[src/hdl/per_owner_memory_accounting_assert.svh]
// Assertion macros for the per-owner memory accounting block.
// Expects a clock named clk and a synchronous active-high reset named rst.
`ifndef PER_OWNER_MEMORY_ACCOUNTING_ASSERT_SVH
`define PER_OWNER_MEMORY_ACCOUNTING_ASSERT_SVH

// Same-cycle implication, off during reset.
`define POMA_ASSERT_NOW(label, cond, cons, msg) \
  label: assert property (@(posedge clk) disable iff (rst) (cond) |-> (cons)) \
    else $error(msg);

// Next-cycle implication, off during reset.
`define POMA_ASSERT_NEXT(label, cond, cons, msg) \
  label: assert property (@(posedge clk) disable iff (rst) (cond) |=> (cons)) \
    else $error(msg);

`endif

[src/hdl/poma_ram.sv]
// Generic simple dual-port RAM with one write port and a registered read port.
// Read data updates only when a read is enabled. No dependencies.
module poma_ram #(
  parameter int WIDTH = 8,
  parameter int DEPTH = 16
) (
  input  logic                     clk,
  input  logic                     we,
  input  logic [$clog2(DEPTH)-1:0] waddr,
  input  logic [WIDTH-1:0]         wdata,
  input  logic                     re,
  input  logic [$clog2(DEPTH)-1:0] raddr,
  output logic [WIDTH-1:0]         rdata
);

  logic [WIDTH-1:0] mem [DEPTH];

  always_ff @(posedge clk) begin
    if (we) begin
      mem[waddr] <= wdata;
    end
    if (re) begin
      rdata <= mem[raddr];
    end
  end

endmodule

[config.mk]
export PLATFORM = sky130hd
export DESIGN_NAME = poma_ram
export DESIGN_NICKNAME = d
export VERILOG_FILES = /design/src/hdl/per_owner_memory_accounting_assert.svh /design/src/hdl/poma_ram.sv
export SDC_FILE = /design/constraint.sdc
export NUM_CORES = 1
export LEC_CHECK = 0
export ABC_AREA = 1
export BUFFER_PORTS_ARGS = -buffer_cell sky130_fd_sc_hd__buf_4
export CAP_MARGIN = 15
export CORE_MARGIN = 3
export CORE_UTILIZATION = 66
export DETAILED_ROUTE_END_ITERATION = 16
export PLACE_DENSITY = 0.85
export REMOVE_ABC_BUFFERS = 1
export SYNTH_ARGS = -nofsm -noshare
export SYNTH_HDL_FRONTEND = slang
export SYNTH_SLANG_ARGS = --single-unit
[constraint.sdc]
create_clock -name clk -period 1.8 [get_ports clk]
set_input_delay 0 -clock clk [delete_from_list [all_inputs] [get_ports clk]]
set_output_delay 0 -clock clk [all_outputs]
set_load 0.05 [all_outputs]
* Word level (Yosys, flattened, before mapping)
Memory sizes are Yosys's and may differ from the RTL's. A register that Yosys moved wholly into a read port is not among the register bits.
Cells that the tools add are included.
** Storage, ports and cells
- Memories kept :: 1
- Latch bits :: 0
- Memory bits (writable) :: 128
- Memory bits (read-only) :: 0
- Bits of input ports :: 19
- Register bits :: 0
- Output and inout bits :: 8
** Memories
- mem :: depth 16, bits a word 8, rd ports 1, clocked after memory_dff 1, wr ports 1, RTL line poma_ram.sv:16 : logic [WIDTH-1:0] mem [DEPTH];
** Operators by class
- Multiply operators :: 0
- Shift-type cells :: 0
- Bitwise gates (word level) :: 0
- Equal/unequal tests :: 0
- Reductions and logical operators :: 0
- Divide/modulo/power cells :: 0
- Add/sub/neg operators :: 0
- $lt $le $gt $ge :: 0
- Multiplexer cells :: 2
** Operators by type and width (count)
- $mux 1 :: 2

* Depth between registers and ports, before layout
Gate-level depths: netlist (run 1).
- Word-level depth :: 2
- Depth in mapped cells :: 8
- Gate-level depth less buffers :: 7

* Least setup slack after synthesis (run 1)
Ideal clock, no wire load.
- Path kind :: in2reg
- Start :: input waddr[2]
- End :: memory mem[10][0], enable pin
- Setup slack :: 0.849 ns
- Cell stages on the path :: 2
- Arrival :: 0.581 ns
- Buffers on the path :: 0
- Required time :: 1.430 ns
- Cells stage by stage :: nand3b_1 nor2_1
** RTL lines
- start: declaration :: RTL line poma_ram.sv:9 : input logic [$clog2(DEPTH)-1:0] waddr,
- end: declaration :: RTL line poma_ram.sv:16
Straight into the memory's write port.

==> results of run 1 <==
[cell families after synthesis]
logic type	after synthesis	synth area share, %
and+or+nand+nor	289	20.8
DFF	136	69.8
buffers and inverters	126	9.39
[routing by layer]
metal / vias to the layer above / wire length [microns] / global-route usage, %
li1: 1883 / - / -
met1: 1963 / 5220 / 41.4
met2: 293 / 6880 / 49.1
met3: 40 / 1550 / 7.51
met4: 0 / 329 / 11.4
met5: - / 0 / 0
[registers in the layout, indices dropped and copies added (netlist names)]
register / cells
rdata: 8
mem: 128
[per-stage QoR]
step	setup WS, ns	hold WS [ns]	util, %	std cells
after detailed placement	0.483	0.320	73.2	676
final	0.193	0.00666	81.3	719
after floorplan	0.679	0.0989	-	527
after global placement	0.495	0.317	73.2	676
after CTS	0.202	0.00478	81.3	719
after global routing	0.0813	0.0230	81.3	719
[cell usage in the layout, fill, tap and decap left out]
| cell type | count |
|---|---|
| buf_12 | 2 |
| clkbuf_8 | 1 |
| clkinv_2 | 1 |
| inv_1 | 100 |
| clkbuf_16 | 16 |
| inv_6 | 4 |
| nand3b_1 | 2 |
| nand3_1 | 97 |
| nor2_1 | 17 |
| clkbuf_1 | 2 |
| clkinvlp_4 | 6 |
| buf_4 | 42 |
| dlygate4sd3_1 | 11 |
| edfxtp_1 | 136 |
| inv_2 | 2 |
| bufinv_16 | 2 |
| nand2_1 | 173 |
[worst reg2reg max path, cell delays in order, from the launching register on]
cell	delay, ns
edfxtp_1	0.38
inv_1	0.08
nand2_1	0.05
nand3_1	0.07
nand3_1	0.07
nand3_1	0.09
dlygate4sd3_1	0.56
nand2_1	0.05
[cell usage after synthesis]
cell type	number	area, sq um
nand2_1	173	649
edfxtp_1	136	4080
inv_1	100	375
nand3_1	97	485
nor2_1	17	63.8
buf_2	13	65.1
buf_6	6	67.6
buf_4	4	30.0
inv_2	2	7.51
nand3b_1	2	15.0
buf_1	1	3.75
[timing repair]
| item | in CTS | in global routing |
|---|---|---|
| endpoints found under the setup margin | 0 | 0 |
| hold buffers | 11 | 0 |
| hold endpoints to repair | 144 | 0 |
[power groups by stage]
stage	combinational [mW]	clock (mW)	sequential, mW
after detailed placement	0.496	0	3.66
after global placement	0.482	0	3.65
after global routing	0.581	3.50	3.59
after floorplan	0.191	0	3.70
final	0.534	3.35	3.59
after CTS	0.527	3.34	3.59
[worst paths after layout]
check,to,startpoint,depth (start not counted)
worst min-delay path,rdata[4],raddr[2],4
worst max-delay path,rdata[4],mem[10][4],7
worst max register to register,rdata[4],mem[10][4],7
worst min register to register,rdata[7],mem[6][7],6
[final cells by class]
type | instances | area, sq um | share of cell area [%]
Sequential cell | 136 | 4080 | 59.7
Multi-Input combinational cell | 289 | 1210 | 17.7
Timing Repair Buffer | 55 | 465 | 6.80
Clock buffer | 19 | 422 | 6.16
Inverter | 102 | 383 | 5.59
Clock inverter | 13 | 145 | 2.12
Tap cell | 105 | 131 | 1.92
==> metrics.md, run 1 <==
| Metric | Value |
|---|---|
| Rows | `33` |
| CTS tree | `done` |
| CTS buffer count | `17` |
| Clk pwr share | `44.8%` |
| RSZ-0062 raised after global routing | `no` |
| Vias per Instance | `5.81` |
| Switching pwr | `1.76 mW` |
| Tightest Pin Transition | `0.759 ns` |
| Critical Path Max Stage Delay | `0.56 ns` |
| Final wirelength | `14.0 mm` |
| Vias | `4,179` |
| Crit path top cell by count | `nand3_1` |
| Total power | `7.47 mW` |
| 1st-pass router iterations | `5` |
| Synth Cell Area | `5850 sq um` |
| CORE AREA | `8420 sq um` |
| Register area share after synthesis | `69.8%` |
| Synth Area per Inst | `10.6 sq um` |
| Final ANT Viol Nets | `0` |
| Flop pwr share | `48.0%` |
| Die Width | `100 microns` |
| Comb pwr share | `7.1%` |
| Clock-pin slew on the worst setup and hold paths | `0.06 ns` |
| Fmax | `0.622 GHz` |
| Resize count post-CTS | `0` |
| Top fanout value on the critical path | `1` |
| Die Height | `100 microns` |
| Library cells used by synthesis | `11` |
| Layout cells sized above 1 | `12.4%` |
| Post-layout instance area | `6840 sq um` |
| P_int | `5.71 mW` |
| Sw frac | `23.5%` |
| Clock Sink Count | `136` |
| Total negative slack | `0 ns` |
| Initial antenna violation count | `0` |
| DRC viols | `0` |
| Pin count of the biggest net entering global routing | `37` |
| Critical path buffers and inverters | `2` |
| Setup Skew | `0.00763 ns` |
| Critical path's top delay family | `buffers and inverters` |
| Starting Density | `69.4%` |
| Pwr/cell area | `1090 nW/um^2` |
| Die ar. | `10,000 sq um` |
| Root buf cell | `clkbuf_8` |
| PortBufs | `26` |
| Later-pin clock latency in the skew report | `0.53 ns` |
| Post-place instance area | `6170 sq um` |
| Final worst path period need | `1.61 ns` |
| Vias in the first global route | `4,166` |
| Crit-path cells | `inv_1, nand2_1, nand3_1, nand3_1, nand3_1, dlygate4sd3_1, nand2_1` |
| Status | `complete, no violations` |
| Setup bufs post-CTS | `0` |
| Critical-path top delay cell | `dlygate4sd3_1` |
| Initial DRC count | `522` |
| Final hold vios | `0` |
| Synthesis Warnings | `0` |
| Worst EP arrival | `1.89 ns` |
| Post-synthesis instance total | `551` |
| Startpoint types | `flip-flop` |
| Endpoints failing setup | `0` |
| Crit path kind | `flip-flop to flip-flop` |
| Worst Setup End Kind | `flip-flop` |
| DPL Wire Length | `8.21 mm` |
| Max Cap Viol | `0` |
| Antenna diodes | `0` |
| Required time of the critical path | `2.08 ns` |
| Pins Over Slew Limit | `0` |
| Yosys reg bits | `136` |
| First-pass GRT wire length | `22.5 mm` |
| CTS Buffer Depth | `2` |
| Tot GR Track Use | `30.7%` |
| Reg2Reg Setup Slack | `0.19 ns` |
| Maximum vdd drop | `786 uV` |
| Leakage power figure | `2.96 nW` |
| Fin nets | `620` |
| Max-slew headroom | `49.2%` |
| Routability cong. | `0.933` |
| Number of top-level pins | `27` |
| GRT Residual Overflow | `0` |
| H-tree levels | `4` |
| Final period util | `89.3%` |
| Fill count | `463` |
| Min-delay worst type | `primary input to flip-flop` |
| Layout Area Growth over Synthesis | `17.1%` |
| Wire length per cell | `19.4 microns` |
(Power assumes the default switching activity.)
==> run 2, diff against run 1 <==
--- a/config.mk
+++ b/config.mk
@@ -11,7 +11,7 @@
 export CORE_MARGIN = 3
 export CORE_UTILIZATION = 66
 export DETAILED_ROUTE_END_ITERATION = 16
-export PLACE_DENSITY = 0.85
+export PLACE_DENSITY = 0.83
 export REMOVE_ABC_BUFFERS = 1
 export SYNTH_ARGS = -nofsm -noshare
 export SYNTH_HDL_FRONTEND = slang
==> run 2 against run 1 <==
First-iteration DRC count up 51%. Sequential share of layout area fell by 0.30 points. Clock skew grew 0.0013 ns. Final area increased by 0.51%. Setup slack better by 0.23 ns. Sequential power is essentially flat. Register-to-register slack better by 0.36 ns. Core utilization rose by 0.42 points. Critical path depth down 1. Largest cell class unchanged.
==> metrics.md, run 2 (synthesis results as in run 1) <==
| Metric | Value |
|---|---|
| Status | `complete, no violations` |
| Fin nets | `617 (-0.48%)` |
| Crit path top cell by count | `nand3_1` |
| Hold wc startpoint | `waddr[1]` |
| Vias per Instance | `5.97 (+2.7%)` |
| CTS buffer count | `17 (unchanged)` |
| Maximum vdd drop | `1180 uV (+50%)` |
| Biggest register | `mem` |
| Wire length per cell | `20.4 microns (+4.8%)` |
| Reg2reg path depth | `6 (-1)` |
| Initial antenna violation count | `0 (unchanged)` |
| Vias | `4,272 (+2.2%)` |
| Initial DRC count | `788 (+51%)` |
| Most common cell after layout, fill and taps aside | `nand2_1` |
| Die ar. | `10,000 sq um (unchanged)` |
| Worst EP arrival | `1.65 ns (-0.24 ns)` |
| Fmax | `0.727 GHz (+17%)` |
| Min-delay worst type | `primary input to flip-flop` |
| Critical-path top delay cell | `dlygate4sd3_1` |
| GRT Residual Overflow | `0 (unchanged)` |
| Most frequent cells in the layout | `nand2_1, edfxtp_1, inv_1` |
| Worst Setup End Kind | `flip-flop` |
| Rows | `33 (unchanged)` |
| Layout cells sized above 1 | `11.8% (-0.59 points)` |
| Final wirelength | `14.6 mm (+4.4%)` |
| Required time of the critical path | `2.07 ns (about the same)` |
| Total negative slack | `0 ns (unchanged)` |
| Flip-flop count of the largest register after layout | `128 (unchanged)` |
| Crit path kind | `primary input to flip-flop` |
| Final hold vios | `0 (unchanged)` |
| Clock Sink Count | `136 (unchanged)` |
| Antenna diodes | `0 (unchanged)` |
| Resize count post-CTS | `0 (unchanged)` |
| Max Cap Viol | `0 (unchanged)` |
| Crit-path cells | `dlygate4sd3_1, buf_4, inv_1, nand3_1, nand3_1, nand2_1` |
| R2r endpoint | `rdata[6]` |
| H-tree levels | `4 (unchanged)` |
| End of the worst hold path | `mem[14][7]` |
| Final ANT Viol Nets | `0 (unchanged)` |
| CORE AREA | `8420 sq um (unchanged)` |
| Die Width | `100 microns (unchanged)` |
| Routability cong. | `1.00 (+7.2%)` |
| Pin count of the biggest net entering global routing | `48 (+30%)` |
| Reg2Reg Setup Slack | `0.55 ns (+0.36 ns)` |
| Leakage power figure | `2.99 nW (+1.1%)` |
| Pins Over Slew Limit | `0 (unchanged)` |
| Root buf cell | `clkbuf_8` |
| PortBufs | `26 (unchanged)` |
| Endpoints failing setup | `0 (unchanged)` |
| CTS Buffer Depth | `2 (unchanged)` |
| First-pass GRT wire length | `22.8 mm (+1.3%)` |
| Tot GR Track Use | `31.5% (+0.79 points)` |
| Startpoint types | `primary input` |
| RSZ-0062 raised after global routing | `no` |
| Post-layout util | `81.7% (+0.42 points)` |
| Max-slew headroom | `55.4% (+6.2 points)` |
| Starting Density | `69.4% (unchanged)` |
| 1st-pass router iterations | `8 (+3)` |
| Setup Skew | `0.00889 ns (+0.00126 ns)` |
| R2R Path Start | `mem[12][6]` |
| Die Height | `100 microns (unchanged)` |
| DPL Wire Length | `8.11 mm (-1.2%)` |
| Placed insts | `673 (-0.44%)` |
| Pwr/cell area | `1130 nW/um^2 (+3.8%)` |
| Clock-pin slew on the worst setup and hold paths | `0.06 ns (about the same)` |
| Vias in the first global route | `4,164 (-0.048%)` |
| Number of top-level pins | `27 (unchanged)` |
| Final worst path period need | `1.37 ns (-0.233 ns)` |
| Critical Path Max Stage Delay | `0.54 ns (-0.02 ns)` |
| Layout Area Growth over Synthesis | `17.7%` |
| Largest registers | `mem (128), rdata (8)` |
| Non-filler cells, final | `716 (-0.42%)` |
| Top fanout value on the critical path | `17 (+16)` |
| DRC viols | `0 (unchanged)` |
| CTS tree | `done` |
| Final period util | `76.4% (-13 points)` |
| Hold Crit Depth | `3 (-1)` |
| Later-pin clock latency in the skew report | `0.52 ns (about the same)` |
| Tightest Pin Transition | `0.667 ns (-0.0923 ns)` |
## run 2: cell count changes in the layout (fill, tap and decap cells not counted), moves of 2 or more
cell / before / now
inv_6: 4 / 0
clkinvlp_4: 6 / 1
buf_4: 42 / 39
clkinv_4: 0 / 3
bufinv_16: 2 / 5
clkinv_2: 1 / 3
## run 2: repair_timing
action	4_1_cts	5_1_grt
hold endpoints to repair	144	0
hold buffers	11	0
buffers inserted	0	0
## run 2: critical path: cells and delay by family
kind	cells	cell delay, ns
AND/OR/NAND/NOR	3	0.44
buffers and inverters	3	1.20
## run 2: stage by stage
step                power, mW  hold WS (ns)  setup WS (ns)  instance area [sq um]
global placement         4.13         0.297          0.428                   6140
global route             8.00         0.113          0.432                   6880
CTS                      7.77        0.0786          0.529                   6880
finish                   7.80         0.101          0.425                   6880
detailed placement       4.14         0.302          0.387                   6140
floorplan                3.90        0.0989          0.679                   5680
## run 2: area by class of cell
class,instances,area [sq um]
Clock inverter,13,203
Sequential cell,136,4080
Clock buffer,19,422
Multi-Input combinational cell,289,1210
Tap cell,105,131
Timing Repair Buffer,52,443
Inverter,102,383
Fill cell,428,1540
## run 2: how the worst max path moves through the flow
stage          startpoint        to  cells past startpoint
6_report         raddr[2]  rdata[2]                      6
4_1_cts          raddr[2]  rdata[2]                      6
5_1_grt          raddr[2]  rdata[2]                      6
3_3_place_gp     raddr[0]  rdata[6]                      8
3_5_place_dp     raddr[1]  rdata[6]                      6
2_1_floorplan    raddr[0]  rdata[2]                      6
## run 2: report_power, final
| group | internal [mW] | switching, mW | total [mW] |
|---|---|---|---|
| registers | 3.57 | 0.0210 | 3.59 |
| clock network | 2.38 | 1.29 | 3.67 |
| logic | 0.158 | 0.382 | 0.540 |
| total | 6.11 | 1.69 | 7.80 |
## run 2: layer usage
metal / global-route usage [%] / vias to the layer above / part of all wire, %
li1: - / 1871 / -
met1: 43.4 / 1914 / 35
met2: 47.0 / 407 / 46
met3: 8.48 / 80 / 14
met4: 15.2 / 0 / 5.2
met5: 0 / - / 0
==> run 3, diff against run 2 <==
--- a/config.mk
+++ b/config.mk
@@ -5,13 +5,13 @@
 export SDC_FILE = /design/constraint.sdc
 export NUM_CORES = 1
 export LEC_CHECK = 0
-export ABC_AREA = 1
+export ABC_AREA = 0
 export BUFFER_PORTS_ARGS = -buffer_cell sky130_fd_sc_hd__buf_4
 export CAP_MARGIN = 15
 export CORE_MARGIN = 3
-export CORE_UTILIZATION = 66
+export CORE_UTILIZATION = 54
 export DETAILED_ROUTE_END_ITERATION = 16
-export PLACE_DENSITY = 0.83
+export PLACE_DENSITY = 0.72
 export REMOVE_ABC_BUFFERS = 1
 export SYNTH_ARGS = -nofsm -noshare
 export SYNTH_HDL_FRONTEND = slang
==> constraint.sdc (replaced) <==
create_clock -name clk -period 1.1 [get_ports clk]
set_input_delay 0 -clock clk [delete_from_list [all_inputs] [get_ports clk]]
set_output_delay 0 -clock clk [all_outputs]
set_load 0.05 [all_outputs]
==> run 3 against run 2 <==
Wire length shrank 28%. Critical endpoint is now rdata[4]. Clock power grew 65%. Combinational power grew 43%. Final area shrank 4.9%. The flow now finishes with violations (negative setup slack). Power grew 63%. Register-to-register slack lost 0.87 ns. Critical path type is now flip-flop to flip-flop. Critical path depth shrank 3. Count of clock-buffer cells in the layout grew 4. Final cell count shrank 38%. Synthesized cell count shrank 58%. Setup slack lost 0.74 ns.
==> metrics.md, run 3 <==
| Metric | Value |
|---|---|
| Status | `complete, but fails checks` |
| Failing checks | `negative setup slack` |
| Max-slew headroom | `40.8% (-15 points)` |
| Wire length per cell | `23.6 microns (+16%)` |
| Starting Density | `56.0% (-13 points)` |
| Tightest Pin Transition | `0.886 ns (+0.219 ns)` |
| Pin count of the biggest net entering global routing | `17 (-65%)` |
| Hold wc startpoint | `waddr[1]` |
| Library cells used by synthesis | `18 (+7)` |
| CTS tree | `done` |
| Most frequent cell after synthesis | `edfxtp_1` |
| Worst Setup End Kind | `flip-flop` |
| Top FF cell, synth | `edfxtp_1` |
| Die Height | `104 microns (+4.3%)` |
| Post-synth EDFFs | `136 (unchanged)` |
| Synth Area per Inst | `22.8 sq um (+120%)` |
| Layout Area Growth over Synthesis | `25.1%` |
| Setup Skew | `0.0130 ns (+0.00407 ns)` |
| R2r endpoint | `rdata[4]` |
| DPL Wire Length | `6.38 mm (-21%)` |
| Flip-flop count of the largest register after layout | `128 (unchanged)` |
| Number of top-level pins | `27 (unchanged)` |
| DRC viols | `0 (unchanged)` |
| Endpoints failing setup | `10 (+10)` |
| Die Width | `104 microns (+4.3%)` |
| Worst EP arrival | `1.67 ns (+0.02 ns)` |
| Final hold vios | `0 (unchanged)` |
| Vias per Instance | `5.74 (-3.8%)` |
| Clock-pin slew on the worst setup and hold paths | `0.06 ns (about the same)` |
| Vias in the first global route | `2,693 (-35%)` |
| Synth cell count leaders | `edfxtp_1, mux4_2, a22oi_1` |
| Pins Over Slew Limit | `0 (unchanged)` |
| Fmax | `0.706 GHz` |
| Initial DRC count | `225 (-71%)` |
| First-pass GRT wire length | `16.6 mm (-27%)` |
| Required time of the critical path | `1.35 ns (-0.72 ns)` |
| Rows | `35 (+6.1%)` |
| End of the worst hold path | `mem[0][1]` |
| RSZ-0062 raised after global routing | `yes` |
| CTS Buffer Depth | `2 (unchanged)` |
| Setup bufs post-CTS | `0 (unchanged)` |
| Total power | `12.7 mW (+63%)` |
| Fin nets | `320 (-48%)` |
| Final worst path period need | `1.42 ns` |
| Hold Crit Depth | `3 (unchanged)` |
| GRT Residual Overflow | `0 (unchanged)` |
| Maximum vdd drop | `1230 uV (+4.7%)` |
| 1st-pass router iterations | `4 (-4)` |
| Critical-path top delay cell | `mux4_2` |
| Antenna diodes | `0 (unchanged)` |
| Yosys top cell area share | `78.1% (+8.3 points)` |
| Leakage power figure | `2.20 nW (-26%)` |
| Top fanout value on the critical path | `1 (-16)` |
| Max Cap Viol | `0 (unchanged)` |
| R2R Path Start | `mem[7][4]` |
| Register area share after synthesis | `78.1% (+8.3 points)` |
| Yosys reg bits | `136 (unchanged)` |
| Min-delay worst type | `primary input to flip-flop` |
| Final setup margin | `-0.316 ns (-0.741 ns)` |
| Die ar. | `10,900 sq um (+8.7%)` |
| Synth top area cells | `edfxtp_1, mux4_2, mux4_1` |
| Critical Path Max Stage Delay | `0.52 ns (-0.02 ns)` |
| Layout cells sized above 1 | `38.5% (+27 points)` |
| Crit-path cells | `mux4_2, a22oi_2, nand2_1` |
| Reg2reg path depth | `3 (-3)` |
| Pwr/cell area | `1940 nW/um^2 (+71%)` |
| PortBufs | `26 (unchanged)` |
| Final period util | `129%` |
| Most frequent cells in the layout | `edfxtp_1, buf_4, mux4_2` |
| Root buf cell | `clkbuf_8` |
| Reg2Reg Setup Slack | `-0.32 ns (-0.87 ns)` |
| Final wirelength | `10.4 mm (-28%)` |
| Routability cong. | `0.747 (-25%)` |
| H-tree levels | `4 (unchanged)` |
| Total negative slack | `-2.36 ns (-2.36 ns)` |
| Biggest register | `mem` |
| Crit path kind | `flip-flop to flip-flop` |
| Tot GR Track Use | `21.1% (-10 points)` |
| Clock Sink Count | `136 (unchanged)` |
| Initial antenna violation count | `0 (unchanged)` |
| CORE AREA | `9330 sq um (+11%)` |
| Later-pin clock latency in the skew report | `0.51 ns (about the same)` |
| Final ANT Viol Nets | `0 (unchanged)` |
| Most common cell after layout, fill and taps aside | `edfxtp_1` |
| Startpoint types | `flip-flop` |
| Synth Cell Area | `5230 sq um (-11%)` |
| Async S/R FF share, synth | `0% (unchanged)` |
| Vias | `2,543 (-40%)` |
| Largest registers | `mem (128), rdata (8)` |
| Post-synthesis instance total | `229 (-58%)` |
| Synthesis Warnings | `0 (unchanged)` |
| CTS buffer count | `17 (unchanged)` |
| Largest area contributor in the netlist | `edfxtp_1` |
| Fill count | `572 (+34%)` |
run 3: cell count changes after synthesis, moves of 4 or more:
cell	previous run	this run
buf_2	13	3
nor2_1	17	13
a22oi_1	0	16
mux4_1	0	14
nand2_1	173	9
nand3_1	97	1
inv_1	100	0
nor3_1	0	4
mux4_2	0	18
run 3: worst max-delay path, delay by kind of cell (launching register included):
kind,cells,cell delay [ns]
simple gates,1,0.07
compound gates,1,0.19
flops,1,0.39
mux,1,0.52
run 3: how the worst max path moves through the flow:
| stage | from | to | slack (ns) |
|---|---|---|---|
| 5_1_grt | mem[7][4] | rdata[4] | -0.35 |
| 2_1_floorplan | waddr[2] | mem[0][0] | -0.39 |
| 3_5_place_dp | raddr[0] | rdata[0] | -0.49 |
| 6_report | mem[7][4] | rdata[4] | -0.32 |
| 3_3_place_gp | raddr[0] | rdata[1] | -0.43 |
| 4_1_cts | mem[7][4] | rdata[4] | -0.32 |
run 3: routing by layer:
metal	GRT usage, %	up-vias	share of wire, %
met5	0	-	0
met3	5.46	16	5.9
met4	6.46	0	1.6
li1	-	1115	-
met1	30.7	1315	44
met2	32.1	97	49
run 3: power breakdown:
group | switching [mW] | leakage [nW] | internal [mW] | total [mW]
combinational | 0.421 | 0.663 | 0.352 | 0.773
sequential | 0.0431 | 1.24 | 5.84 | 5.89
clock | 1.92 | 0.302 | 4.13 | 6.05
run 3: repair_timing:
action                                  4_1_cts  5_1_grt
hold buffers                                 10        0
endpoints found under the setup margin       15       16
gates resized for setup                      29        3
pin swaps                                    12        7
hold endpoints to repair                    141        0
run 3: kinds of logic after synthesis:
kind of cell	after synthesis	share of synthesized area, %
multiplexers	32	14.8
buffers and inverters	10	1.65
AND/OR/NAND/NOR	35	3.14
AO/OA/AOI/OAI	16	2.30
flip-flops	136	78.1
run 3: final cells by class:
class	count	area (sq um)	area share, %
repair buffers	63	591	9.03
flip-flops and latches	136	4080	62.4
multi-input cells	83	1070	16.4
well taps	129	161	2.47
clock inverters	9	196	3.00
clock buffers	23	437	6.68
run 3: metrics by stage:
step	hold slack [ns]	instance area [sq um]	util [%]	setup slack (ns)	cells
2_1_floorplan	0.0989	5140	-	-0.393	219
3_3_place_gp	0.309	5760	61.8	-0.435	401
3_5_place_dp	0.325	5760	61.8	-0.486	401
4_1_cts	0.000217	6530	70.0	-0.320	443
5_1_grt	0.0264	6540	70.1	-0.355	443
6_report	0.0149	6540	70.1	-0.316	443
